==> src/design/rvtm_pkg.sv <==
// Package for the rail voltage trim monitor.
// Holds widths, reset values, constants and code types shared by the divider and the top level.
// No dependencies.
package rvtm_pkg;

  localparam int unsigned ADC_BITS   = 12;
  localparam int unsigned DAC_BITS   = 12;
  localparam int unsigned WORD_W     = 32;
  localparam int unsigned SCALE_W    = 24;
  localparam int unsigned VDIV_W     = 12;
  localparam int unsigned BAND_W     = 10;
  localparam int unsigned LIMIT_W    = 20;
  localparam int unsigned MV10_W     = 23;
  localparam int unsigned CUR_W      = 25;
  localparam int unsigned CONST_W    = 14;
  localparam int unsigned MUL_B_W    = (ADC_BITS > BAND_W) ? ADC_BITS : BAND_W;
  localparam int unsigned DIVR_W     = (ADC_BITS > CONST_W) ? ADC_BITS : CONST_W;
  localparam int unsigned DIV_STEP   = 4;
  localparam int unsigned DIV_CYC    = WORD_W / DIV_STEP;
  localparam int unsigned DIV_CNT_W  = $clog2(DIV_CYC);

  localparam int unsigned CFG_ADDR_W = 3;
  localparam int unsigned CFG_DATA_W = 24;

  localparam int unsigned IN_USER_W  = 2;
  localparam int unsigned IN_DATA_W  = ((4 * ADC_BITS + 7) / 8) * 8;
  localparam int unsigned OUT_USER_W = 1;
  localparam int unsigned OUT_DATA_W = ((DAC_BITS + MV10_W + CUR_W + 4 + 7) / 8) * 8;

  localparam int unsigned V10_TARGET_MV = 10000;
  localparam int unsigned V5_TARGET_MV  = 5000;
  localparam int unsigned PCT_SCALE     = 1000;
  localparam int unsigned C5_DIVISOR    = 10000;
  localparam int unsigned CUR_DIVISOR   = 22;
  localparam int unsigned V5_BAND       = 100;

  localparam logic [SCALE_W-1:0]  RST_SCALE_NUM   = SCALE_W'(12000000);
  localparam logic [VDIV_W-1:0]   RST_V10_DIVIDER = VDIV_W'(909);
  localparam logic [BAND_W-1:0]   RST_DEAD_BAND   = BAND_W'(5);
  localparam logic [BAND_W-1:0]   RST_STABLE_BAND = BAND_W'(50);
  localparam logic [DAC_BITS-1:0] RST_DAC_MIN     = DAC_BITS'(12'h290);
  localparam logic [DAC_BITS-1:0] RST_DAC_MAX     = DAC_BITS'(12'h2ff);
  localparam logic [LIMIT_W-1:0]  RST_OC_LIMIT    = LIMIT_W'(20000);
  localparam logic [DAC_BITS-1:0] RST_DAC_CODE    = DAC_BITS'(12'h2d0);

  typedef enum logic [CFG_ADDR_W-1:0] {
    CFG_SCALE_NUM   = 3'd0,
    CFG_V10_DIVIDER = 3'd1,
    CFG_DEAD_BAND   = 3'd2,
    CFG_STABLE_BAND = 3'd3,
    CFG_DAC_MIN     = 3'd4,
    CFG_DAC_MAX     = 3'd5,
    CFG_V5_ENABLE   = 3'd6,
    CFG_OC_LIMIT    = 3'd7
  } cfg_idx_e;

  typedef enum logic [2:0] {
    OP_SCALE = 3'd0,
    OP_MV10  = 3'd1,
    OP_DEV10 = 3'd2,
    OP_C5    = 3'd3,
    OP_C5CL  = 3'd4,
    OP_DEV5  = 3'd5,
    OP_CUR   = 3'd6
  } op_e;

  typedef enum logic [3:0] {
    ST_IDLE = 4'b0001,
    ST_LOAD = 4'b0010,
    ST_WAIT = 4'b0100,
    ST_OUT  = 4'b1000
  } state_e;

  typedef struct packed {
    logic [ADC_BITS-1:0] v5cl_reading;
    logic [ADC_BITS-1:0] v5_reading;
    logic [ADC_BITS-1:0] v10_reading;
    logic [ADC_BITS-1:0] vref_reading;
  } in_data_t;

  typedef struct packed {
    logic [CUR_W-1:0]    v5_current;
    logic                v5_overcurrent_flag;
    logic                v5_is_stable;
    logic                v10_is_stable;
    logic [MV10_W-1:0]   v10_millivolts;
    logic                dac_written;
    logic [DAC_BITS-1:0] dac_code_out;
  } out_data_t;

endpackage

==> src/design/rvtm_div.sv <==
// Iterative unsigned divider, several quotient bits per cycle, shared by all sequencer steps.
// Depends on rvtm_pkg.
module rvtm_div (
  input  logic                         clk_i,
  input  logic                         rst_ni,
  input  logic                         start_i,
  input  logic [rvtm_pkg::WORD_W-1:0]  dividend_i,
  input  logic [rvtm_pkg::DIVR_W-1:0]  divisor_i,
  output logic                         done_o,
  output logic [rvtm_pkg::WORD_W-1:0]  quotient_o
);
  import rvtm_pkg::*;

  logic                 busy_q;
  logic                 done_q;
  logic [DIV_CNT_W-1:0] cnt_q;
  logic [WORD_W-1:0]    quo_q, quo_d;
  logic [DIVR_W:0]      rem_q, rem_d;
  logic [DIVR_W-1:0]    dvs_q;

  always_comb begin
    quo_d = quo_q;
    rem_d = rem_q;
    for (int i = 0; i < DIV_STEP; i++) begin
      rem_d = {rem_d[DIVR_W-1:0], quo_d[WORD_W-1]};
      quo_d = {quo_d[WORD_W-2:0], 1'b0};
      if (rem_d >= {1'b0, dvs_q}) begin
        rem_d    = rem_d - {1'b0, dvs_q};
        quo_d[0] = 1'b1;
      end
    end
  end

  always_ff @(posedge clk_i or negedge rst_ni) begin
    if (!rst_ni) begin
      busy_q <= 1'b0;
      done_q <= 1'b0;
      cnt_q  <= '0;
    end else begin
      done_q <= busy_q && (cnt_q == DIV_CNT_W'(DIV_CYC - 1));
      if (start_i) begin
        busy_q <= 1'b1;
        cnt_q  <= '0;
      end else if (busy_q) begin
        cnt_q <= cnt_q + 1'b1;
        if (cnt_q == DIV_CNT_W'(DIV_CYC - 1)) begin
          busy_q <= 1'b0;
        end
      end
    end
  end

  always_ff @(posedge clk_i) begin
    if (start_i) begin
      quo_q <= dividend_i;
      rem_q <= '0;
      dvs_q <= divisor_i;
    end else if (busy_q) begin
      quo_q <= quo_d;
      rem_q <= rem_d;
    end
  end

  assign done_o     = done_q;
  assign quotient_o = quo_q;

endmodule

==> src/design/rail_voltage_trim_monitor.sv <==
// Rail voltage trim monitor: top level with sequencer, shared multiplier and config registers.
// Each division step passes through ST_LOAD, which starts the shared divider, and ST_WAIT,
// which holds until the divider's done strobe. Items with neither due nor force_req set skip
// the division steps; the 5V steps run only while the 5V check is enabled. Transactions are
// handled one at a time: a new one is accepted only in ST_IDLE, and output back-pressure holds ST_OUT.
// Reset (rst_ni, asynchronous): config to defaults, DAC code 0x2d0, stable, overcurrent and valid flags clear.
module rail_voltage_trim_monitor (
  input  logic                             clk_i,
  input  logic                             rst_ni,
  input  logic                             s_axis_tvalid,
  output logic                             s_axis_tready,
  // vref_reading, v10_reading, v5_reading, v5cl_reading
  input  logic [rvtm_pkg::IN_DATA_W-1:0]   s_axis_tdata,
  // due, force_req
  input  logic [rvtm_pkg::IN_USER_W-1:0]   s_axis_tuser,
  output logic                             m_axis_tvalid,
  input  logic                             m_axis_tready,
  // dac_code_out, dac_written, v10_millivolts, v10_is_stable, v5_is_stable,
  // v5_overcurrent_flag, v5_current
  output logic [rvtm_pkg::OUT_DATA_W-1:0]  m_axis_tdata,
  // evaluated
  output logic [rvtm_pkg::OUT_USER_W-1:0]  m_axis_tuser,
  input  logic                             cfg_we_i,
  input  logic [rvtm_pkg::CFG_ADDR_W-1:0]  cfg_addr_i,
  input  logic [rvtm_pkg::CFG_DATA_W-1:0]  cfg_wdata_i
);
  import rvtm_pkg::*;

  state_e               state_q;
  op_e                  op_q;

  logic [SCALE_W-1:0]   scale_num_q;
  logic [VDIV_W-1:0]    v10_div_q;
  logic [BAND_W-1:0]    dead_band_q;
  logic [BAND_W-1:0]    stable_band_q;
  logic [DAC_BITS-1:0]  dac_min_q;
  logic [DAC_BITS-1:0]  dac_max_q;
  logic                 v5_en_q;
  logic [LIMIT_W-1:0]   oc_limit_q;

  logic [DAC_BITS-1:0]  dac_code_q;
  logic                 v10_ok_q;
  logic                 v5_ok_q;
  logic                 v5_over_q;

  in_data_t             in_q;
  logic                 run_q;
  logic                 written_q;
  logic                 neg_q;
  logic [SCALE_W-1:0]   scale_q;
  logic [WORD_W-1:0]    mv10_q;
  logic [WORD_W-1:0]    c5_q;
  logic [WORD_W-1:0]    c5cl_q;
  logic [WORD_W-1:0]    cur_q;

  logic                 out_valid_q;
  out_data_t            out_data_q;
  logic                 out_user_q;

  logic [WORD_W-1:0]          mul_a;
  logic [MUL_B_W-1:0]         mul_b;
  logic [WORD_W+MUL_B_W-1:0]  prod_full;
  logic [WORD_W-1:0]          prod;
  logic [WORD_W-1:0]          dividend;
  logic [DIVR_W-1:0]          divisor;
  logic                       neg_d;
  logic                       div_start;
  logic                       div_done;
  logic [WORD_W-1:0]          quot;

  logic                 in_fire;
  logic                 out_free;
  logic [DAC_BITS:0]    dac_up;
  logic [DAC_BITS:0]    dac_dn;
  logic                 up_ok;
  logic                 dn_ok;
  in_data_t             in_data;

  assign in_data   = in_data_t'(s_axis_tdata[4*ADC_BITS-1:0]);
  assign in_fire   = s_axis_tvalid && s_axis_tready;
  assign out_free  = !out_valid_q || m_axis_tready;
  assign div_start = (state_q == ST_LOAD);

  assign s_axis_tready = (state_q == ST_IDLE);

  // operand select for the shared multiplier and divider
  always_comb begin
    mul_a    = WORD_W'(scale_q);
    mul_b    = MUL_B_W'(PCT_SCALE);
    dividend = '0;
    divisor  = DIVR_W'(C5_DIVISOR);
    neg_d    = 1'b0;
    unique case (op_q)
      OP_SCALE: begin
        divisor = (in_q.vref_reading != '0) ? DIVR_W'(in_q.vref_reading) : DIVR_W'(1);
      end
      OP_MV10: begin
        mul_b   = MUL_B_W'(in_q.v10_reading);
        divisor = (v10_div_q != '0) ? DIVR_W'(v10_div_q) : DIVR_W'(1);
      end
      OP_DEV10: begin
        mul_a   = WORD_W'(V10_TARGET_MV) - mv10_q;
        divisor = DIVR_W'(V10_TARGET_MV);
      end
      OP_C5: begin
        mul_b = MUL_B_W'(in_q.v5_reading);
      end
      OP_C5CL: begin
        mul_b = MUL_B_W'(in_q.v5cl_reading);
      end
      OP_DEV5: begin
        mul_a   = WORD_W'(V5_TARGET_MV) - c5cl_q;
        divisor = DIVR_W'(V5_TARGET_MV);
      end
      OP_CUR: begin
        mul_a   = c5_q - c5cl_q;
        divisor = DIVR_W'(CUR_DIVISOR);
      end
      default: begin
        mul_a = '0;
      end
    endcase
    prod_full = mul_a * mul_b;
    prod      = prod_full[WORD_W-1:0];
    unique case (op_q) inside
      OP_SCALE: dividend = WORD_W'(scale_num_q);
      OP_MV10:  dividend = prod;
      OP_CUR:   dividend = prod;
      OP_C5:    dividend = {prod[WORD_W-2:0], 1'b0};
      OP_C5CL:  dividend = {prod[WORD_W-2:0], 1'b0};
      OP_DEV10, OP_DEV5: begin
        neg_d    = prod[WORD_W-1];
        dividend = neg_d ? (WORD_W'(0) - prod) : prod;
      end
      default:  dividend = '0;
    endcase
  end

  rvtm_div u_div (
    .clk_i      (clk_i),
    .rst_ni     (rst_ni),
    .start_i    (div_start),
    .dividend_i (dividend),
    .divisor_i  (divisor),
    .done_o     (div_done),
    .quotient_o (quot)
  );

  assign dac_up = {1'b0, dac_code_q} + 1'b1;
  assign dac_dn = {1'b0, dac_code_q} - 1'b1;
  assign up_ok  = (dac_up >= {1'b0, dac_min_q}) && (dac_up <= {1'b0, dac_max_q});
  assign dn_ok  = (dac_code_q != '0) && (dac_dn >= {1'b0, dac_min_q})
                  && (dac_dn <= {1'b0, dac_max_q});

  always_ff @(posedge clk_i or negedge rst_ni) begin
    if (!rst_ni) begin
      state_q       <= ST_IDLE;
      op_q          <= OP_SCALE;
      scale_num_q   <= RST_SCALE_NUM;
      v10_div_q     <= RST_V10_DIVIDER;
      dead_band_q   <= RST_DEAD_BAND;
      stable_band_q <= RST_STABLE_BAND;
      dac_min_q     <= RST_DAC_MIN;
      dac_max_q     <= RST_DAC_MAX;
      v5_en_q       <= 1'b1;
      oc_limit_q    <= RST_OC_LIMIT;
      dac_code_q    <= RST_DAC_CODE;
      v10_ok_q      <= 1'b0;
      v5_ok_q       <= 1'b0;
      v5_over_q     <= 1'b0;
      out_valid_q   <= 1'b0;
    end else begin
      if (cfg_we_i) begin
        unique case (cfg_idx_e'(cfg_addr_i))
          CFG_SCALE_NUM:   scale_num_q   <= cfg_wdata_i[SCALE_W-1:0];
          CFG_V10_DIVIDER: v10_div_q     <= cfg_wdata_i[VDIV_W-1:0];
          CFG_DEAD_BAND:   dead_band_q   <= cfg_wdata_i[BAND_W-1:0];
          CFG_STABLE_BAND: stable_band_q <= cfg_wdata_i[BAND_W-1:0];
          CFG_DAC_MIN:     dac_min_q     <= cfg_wdata_i[DAC_BITS-1:0];
          CFG_DAC_MAX:     dac_max_q     <= cfg_wdata_i[DAC_BITS-1:0];
          CFG_V5_ENABLE:   v5_en_q       <= cfg_wdata_i[0];
          CFG_OC_LIMIT:    oc_limit_q    <= cfg_wdata_i[LIMIT_W-1:0];
          default:         v5_en_q       <= v5_en_q;
        endcase
      end

      if ((state_q == ST_OUT) && out_free) begin
        out_valid_q <= 1'b1;
      end else if (m_axis_tready) begin
        out_valid_q <= 1'b0;
      end

      unique case (state_q)
        ST_IDLE: begin
          if (in_fire) begin
            op_q    <= OP_SCALE;
            state_q <= (s_axis_tuser[0] || s_axis_tuser[1]) ? ST_LOAD : ST_OUT;
          end
        end
        ST_LOAD: begin
          state_q <= ST_WAIT;
        end
        ST_WAIT: begin
          if (div_done) begin
            unique case (op_q)
              OP_SCALE: begin
                op_q    <= OP_MV10;
                state_q <= ST_LOAD;
              end
              OP_MV10: begin
                op_q    <= OP_DEV10;
                state_q <= ST_LOAD;
              end
              OP_DEV10: begin
                if (quot > WORD_W'(dead_band_q)) begin
                  if (neg_q) begin
                    if (up_ok) dac_code_q <= dac_up[DAC_BITS-1:0];
                  end else begin
                    if (dn_ok) dac_code_q <= dac_dn[DAC_BITS-1:0];
                  end
                  v10_ok_q <= !(quot > WORD_W'(stable_band_q));
                end
                if (v5_en_q) begin
                  op_q    <= OP_C5;
                  state_q <= ST_LOAD;
                end else begin
                  v5_ok_q <= 1'b1;
                  state_q <= ST_OUT;
                end
              end
              OP_C5: begin
                op_q    <= OP_C5CL;
                state_q <= ST_LOAD;
              end
              OP_C5CL: begin
                op_q    <= OP_DEV5;
                state_q <= ST_LOAD;
              end
              OP_DEV5: begin
                v5_ok_q <= !(quot > WORD_W'(V5_BAND));
                if (c5_q > c5cl_q) begin
                  op_q    <= OP_CUR;
                  state_q <= ST_LOAD;
                end else begin
                  v5_over_q <= (oc_limit_q == '0);
                  state_q   <= ST_OUT;
                end
              end
              OP_CUR: begin
                v5_over_q <= (quot >= WORD_W'(oc_limit_q));
                state_q   <= ST_OUT;
              end
              default: state_q <= ST_OUT;
            endcase
          end
        end
        ST_OUT: begin
          if (out_free) begin
            state_q <= ST_IDLE;
          end
        end
        default: state_q <= ST_IDLE;
      endcase
    end
  end

  always_ff @(posedge clk_i) begin
    if (in_fire) begin
      in_q      <= in_data;
      run_q     <= s_axis_tuser[0] || s_axis_tuser[1];
      written_q <= 1'b0;
      mv10_q    <= '0;
      cur_q     <= '0;
    end
    if (state_q == ST_LOAD) begin
      neg_q <= neg_d;
    end
    if ((state_q == ST_WAIT) && div_done) begin
      unique case (op_q)
        OP_SCALE: scale_q <= quot[SCALE_W-1:0];
        OP_MV10:  mv10_q  <= quot;
        OP_DEV10: begin
          if (quot > WORD_W'(dead_band_q)) begin
            written_q <= neg_q ? up_ok : dn_ok;
          end
        end
        OP_C5:    c5_q    <= quot;
        OP_C5CL:  c5cl_q  <= quot;
        OP_CUR:   cur_q   <= quot;
        default:  neg_q   <= neg_q;
      endcase
    end
    if ((state_q == ST_OUT) && out_free) begin
      out_user_q                     <= run_q;
      out_data_q.dac_code_out        <= dac_code_q;
      out_data_q.dac_written         <= written_q;
      out_data_q.v10_millivolts      <= mv10_q[MV10_W-1:0];
      out_data_q.v10_is_stable       <= v10_ok_q;
      out_data_q.v5_is_stable        <= v5_ok_q;
      out_data_q.v5_overcurrent_flag <= v5_over_q;
      out_data_q.v5_current          <= cur_q[CUR_W-1:0];
    end
  end

  assign m_axis_tvalid = out_valid_q;
  assign m_axis_tdata  = OUT_DATA_W'(out_data_q);
  assign m_axis_tuser  = OUT_USER_W'(out_user_q);

endmodule
==> config.mk <==
export PLATFORM = sky130hd
export DESIGN_NAME = rail_voltage_trim_monitor
export DESIGN_NICKNAME = d
export VERILOG_FILES = /design/src/design/rvtm_pkg.sv /design/src/design/rvtm_div.sv /design/src/design/rail_voltage_trim_monitor.sv
export SDC_FILE = /design/constraint.sdc
export NUM_CORES = 2
export LEC_CHECK = 0
export ABC_CLOCK_PERIOD_IN_PS = 25100
export BUFFER_PORTS_ARGS = -buffer_cell sky130_fd_sc_hd__buf_2
export CORE_MARGIN = 2
export CORE_UTILIZATION = 50
export CTS_CLUSTER_DIAMETER = 100
export DETAILED_ROUTE_END_ITERATION = 12
export PLACE_DENSITY = 0.77
export SLEW_MARGIN = 5
export SYNTH_ARGS = -nofsm -noshare
export SYNTH_HDL_FRONTEND = slang
export SYNTH_HIERARCHICAL = 1
export SYNTH_SLANG_ARGS = --single-unit
==> constraint.sdc <==
create_clock -name clk_i -period 25.1 [get_ports clk_i]
set_input_delay 1.255 -clock clk_i [delete_from_list [all_inputs] [get_ports clk_i]]
set_output_delay 1.255 -clock clk_i [all_outputs]
set_load 0.005 [all_outputs]
==> results.cfg <==
[floorplanning]
die_w_um = 274
initial_core_util = 0.507
die_h_um = 274
rows = 98
core_region_area_um2 = 71700
pin_count = 149
die_area_um2 = 74900

[global_routing]
grt_pass1_vias = 29700
antenna_found_initial = 2
grt_overflow = 0
grt_pass1_wl_um = 169000
grt.total_usage = 0.291
grt_start_max_net_pins = 68

[power_and_ir_drop]
cellPowerDensity_nw_per_um2 = 158
combPwrFrac = 0.695
p_total_mw = 6.33
peakVddDrop_mv = 0.389
p_switching_mw = 3.05
p_seq_frac = 0.182
intPower_mw = 3.28
p_leak_nw = 17.4
switching_share = 0.482
power_frac_clock = 0.123

[final_layout]
drive_gt1_frac = 0.141
area_growth_pct = 10.2
fin_area_um2 = 40000
fillCellCount = 6147
nets = 4455
n_antenna_cell = 0
layoutNonFillerInstCount = 4891

[setup_path]
arrival_ns = 11.54
cp_slowest_cell = nor2b_1
cp_max_fo = 49
critPathLaunchType = register
cpMostUsedCell = fa_1
critical_path_class = reg -> reg
slowest_delay_ns = 0.80
worstPathRequired_ns = 25.48
end_kind = register

[synth]
synth-simple-area-share = 0.144
synth_cell_types = 101
muxShareOfSynthArea = 0.0621
async_flop_share = 0.289
synth_flop_cell = edfxtp_1
ys_warn_count = 6
synth_compound_area_frac = 0.136
synth_area_um2 = 36300
synth_seq_cells = 447
synth.avg_cell_area_um2 = 9.62
synth-seq-area-share = 0.334
synth_edf_count = 249
syn_inst = 3779
post_synth_xor_area_fraction = 0.0455
synthAdderAreaFrac = 0.214
synth_top_family_by_area = adder cells

[placed_design]
gp_congestion = 0.972
placed_cells = 4795
numPortBuffers = 148
hpwl_um = 79400
placed_cell_area_um2 = 38300
place_ws_ns = 14.30

[clocking]
insertion_delay_ns = 0.63
cts.sinks = 447
hold_buffers = 0
tritoncts = done
numCtsBuffers = 51
cts_buffer_depth = 3
cts-root-buf = clkbuf_16
htreeDepth = 2
path_clk_slew_ns = 0.07
postCtsSetupBuffers = 0
cts_repair_resize_count = 0

[detailed_routing]
dr.pass1.iters = 6
drcViolationCount = 0
drt_iter0_drc = 3680
wl_per_cell_um = 22.1
viasPerCell = 6.07
routed-via-count = 29700
ant_nets = 0
routed_wl_um = 108000

[timing]
tightestPinTransition_ns = 1.28
setup_viol = 0
fin_tns_setup_ns = 0
final_hold_viol_count = 0
worst_slack_ns = 13.93
period_share = 0.445
slew_headroom = 0.142
slew_viol_final = 0
rsz0062_at_grt = no
period_needed_ns = 11.17
worst_clock_skew_ns = 0.0523
fmax_mhz = 89.5

[run_status]
status = completed

[run]
maxCapViolCount = 0

[worst_hold_path]
hp-class = reg -> reg
-- routing by layer --
metal	share of wire	wire length, µm	track usage
met1	0.40	43400	0.393
met2	0.45	48800	0.455
met3	0.10	11100	0.0573
met4	0.045	4890	0.124
met5	0.00021	23	0
-- layout make-up --
class / count / area, µm² / area share
timing repair buffer: 211 / 1220 / 0.0305
clock inverter: 38 / 399 / 0.00997
multi-input combinational: 2745 / 22100 / 0.552
sequential: 447 / 12100 / 0.303
tap: 950 / 1190 / 0.0297
clock buffer: 58 / 1340 / 0.0335
inverter: 442 / 1660 / 0.0414
-- power by group through the flow --
stage,Combinational (mW),Clock [mW],Sequential (mW)
floorplan,3.45,0,1.05
global placement,4.21,0,1.15
detailed placement,4.27,0,1.15
CTS,4.30,0.785,1.14
global route,4.78,0.814,1.16
finish,4.40,0.776,1.15
-- synthesized netlist by cell type, drive strengths merged (35+ instances only) --
cell,n,area share
nor2b,63,0.011
nor3,59,0.0081
xor2,68,0.016
nor2,183,0.019
nand2b,35,0.0060
nor4,38,0.0079
mux2,143,0.045
nand2,497,0.051
clkbuf,135,0.014
and2,52,0.0090
edfxtp,249,0.21
inv,441,0.046
a21oi,198,0.027
fa,244,0.13
dfrtp,85,0.059
o21ai,189,0.026
xnor2,114,0.028
mux2i,58,0.017
dfxtp,69,0.038
dfstp,44,0.032
o21a,45,0.0093
ha,231,0.080
nand3,72,0.0099
a21o,55,0.011
-- flip-flops by register name, indices dropped and copies added (netlist names), 12 cells and up --
register,cells
u_div/quotient_o,32
c5_q,32
v10_div_q,12
dac_max_q,12
c5cl_q,32
u_div/rem_q,14
mv10_q,29
m_axis_tdata,64
oc_limit_q,20
in_q,48
dac_code_q,12
scale_q,24
scale_num_q,24
dac_min_q,12
cur_q,25
u_div/dvs_q,14
-- critical path, delay by kind of cell, from the launching register on --
kind                       cells  cell delay, ns
AOI/OAI and AO/OA             14            3.57
adders and majority gates      6            3.05
xor gates and xnor gates       3            0.60
buffers and inverters          5            1.05
and+or+nand+nor                3            1.63
DFF                            1            0.62
muxes                          1            0.26
-- cell families (layout without fill, tap and decap cells) --
logic type	count (synthesis)	after routing
flops	447	447
buf+inv	607	749
fa+ha+maj	475	475
other cells	1	21
mux	201	201
xor+xnor	184	184
compound gates	755	755
simple gates	1109	1109
-- path summary, 6_finish.rpt --
check / from / end / slack, ns / depth (start not counted)
worst max-delay path: op_q[0]$_DFFE_PN0P_ / u_div/quotient_o[22]$_DFFE_PP_ / 13.93 / 32
worst min-delay path: run_q$_DFFE_PP_ / m_axis_tuser$_DFFE_PP_ / 0.43 / 0
worst max register to register: op_q[0]$_DFFE_PN0P_ / u_div/quotient_o[22]$_DFFE_PP_ / 13.93 / 32
worst min register to register: run_q$_DFFE_PP_ / m_axis_tuser$_DFFE_PP_ / 0.43 / 0
max in group asynchronous: rst_ni / scale_num_q[10]$_DFFE_PN0P_ / 23.24 / 2
min in group asynchronous: rst_ni / dac_code_q[5]$_DFFE_PN0P_ / 0.60 / 1
-- metrics by stage --
step                      hold slack [ns]  utilization
after floorplan                     0.400            -
after global placement              0.416        0.534
after detailed placement            0.414        0.534
after CTS                           0.430        0.558
after global routing                0.437        0.558
final                               0.427        0.558
-- placed cells by master (no fill, tap or decap), types with 55 or more instances in the layout --
master / netlist / routed
nand2_1: 496 / 495
inv_1: 440 / 438
edfxtp_1: 249 / 249
fa_1: 244 / 244
ha_1: 231 / 231
a21oi_1: 198 / 192
nor2_1: 182 / 181
o21ai_0: 179 / 175
buf_2: 8 / 147
mux2_2: 139 / 139
xnor2_1: 112 / 112
dfrtp_1: 85 / 82
nand3_1: 72 / 71
dfxtp_1: 69 / 69
xor2_1: 68 / 68
buf_4: 1 / 63
nor2b_1: 62 / 61
a21o_1: 55 / 55
Power figures use the tool's default switching activity.
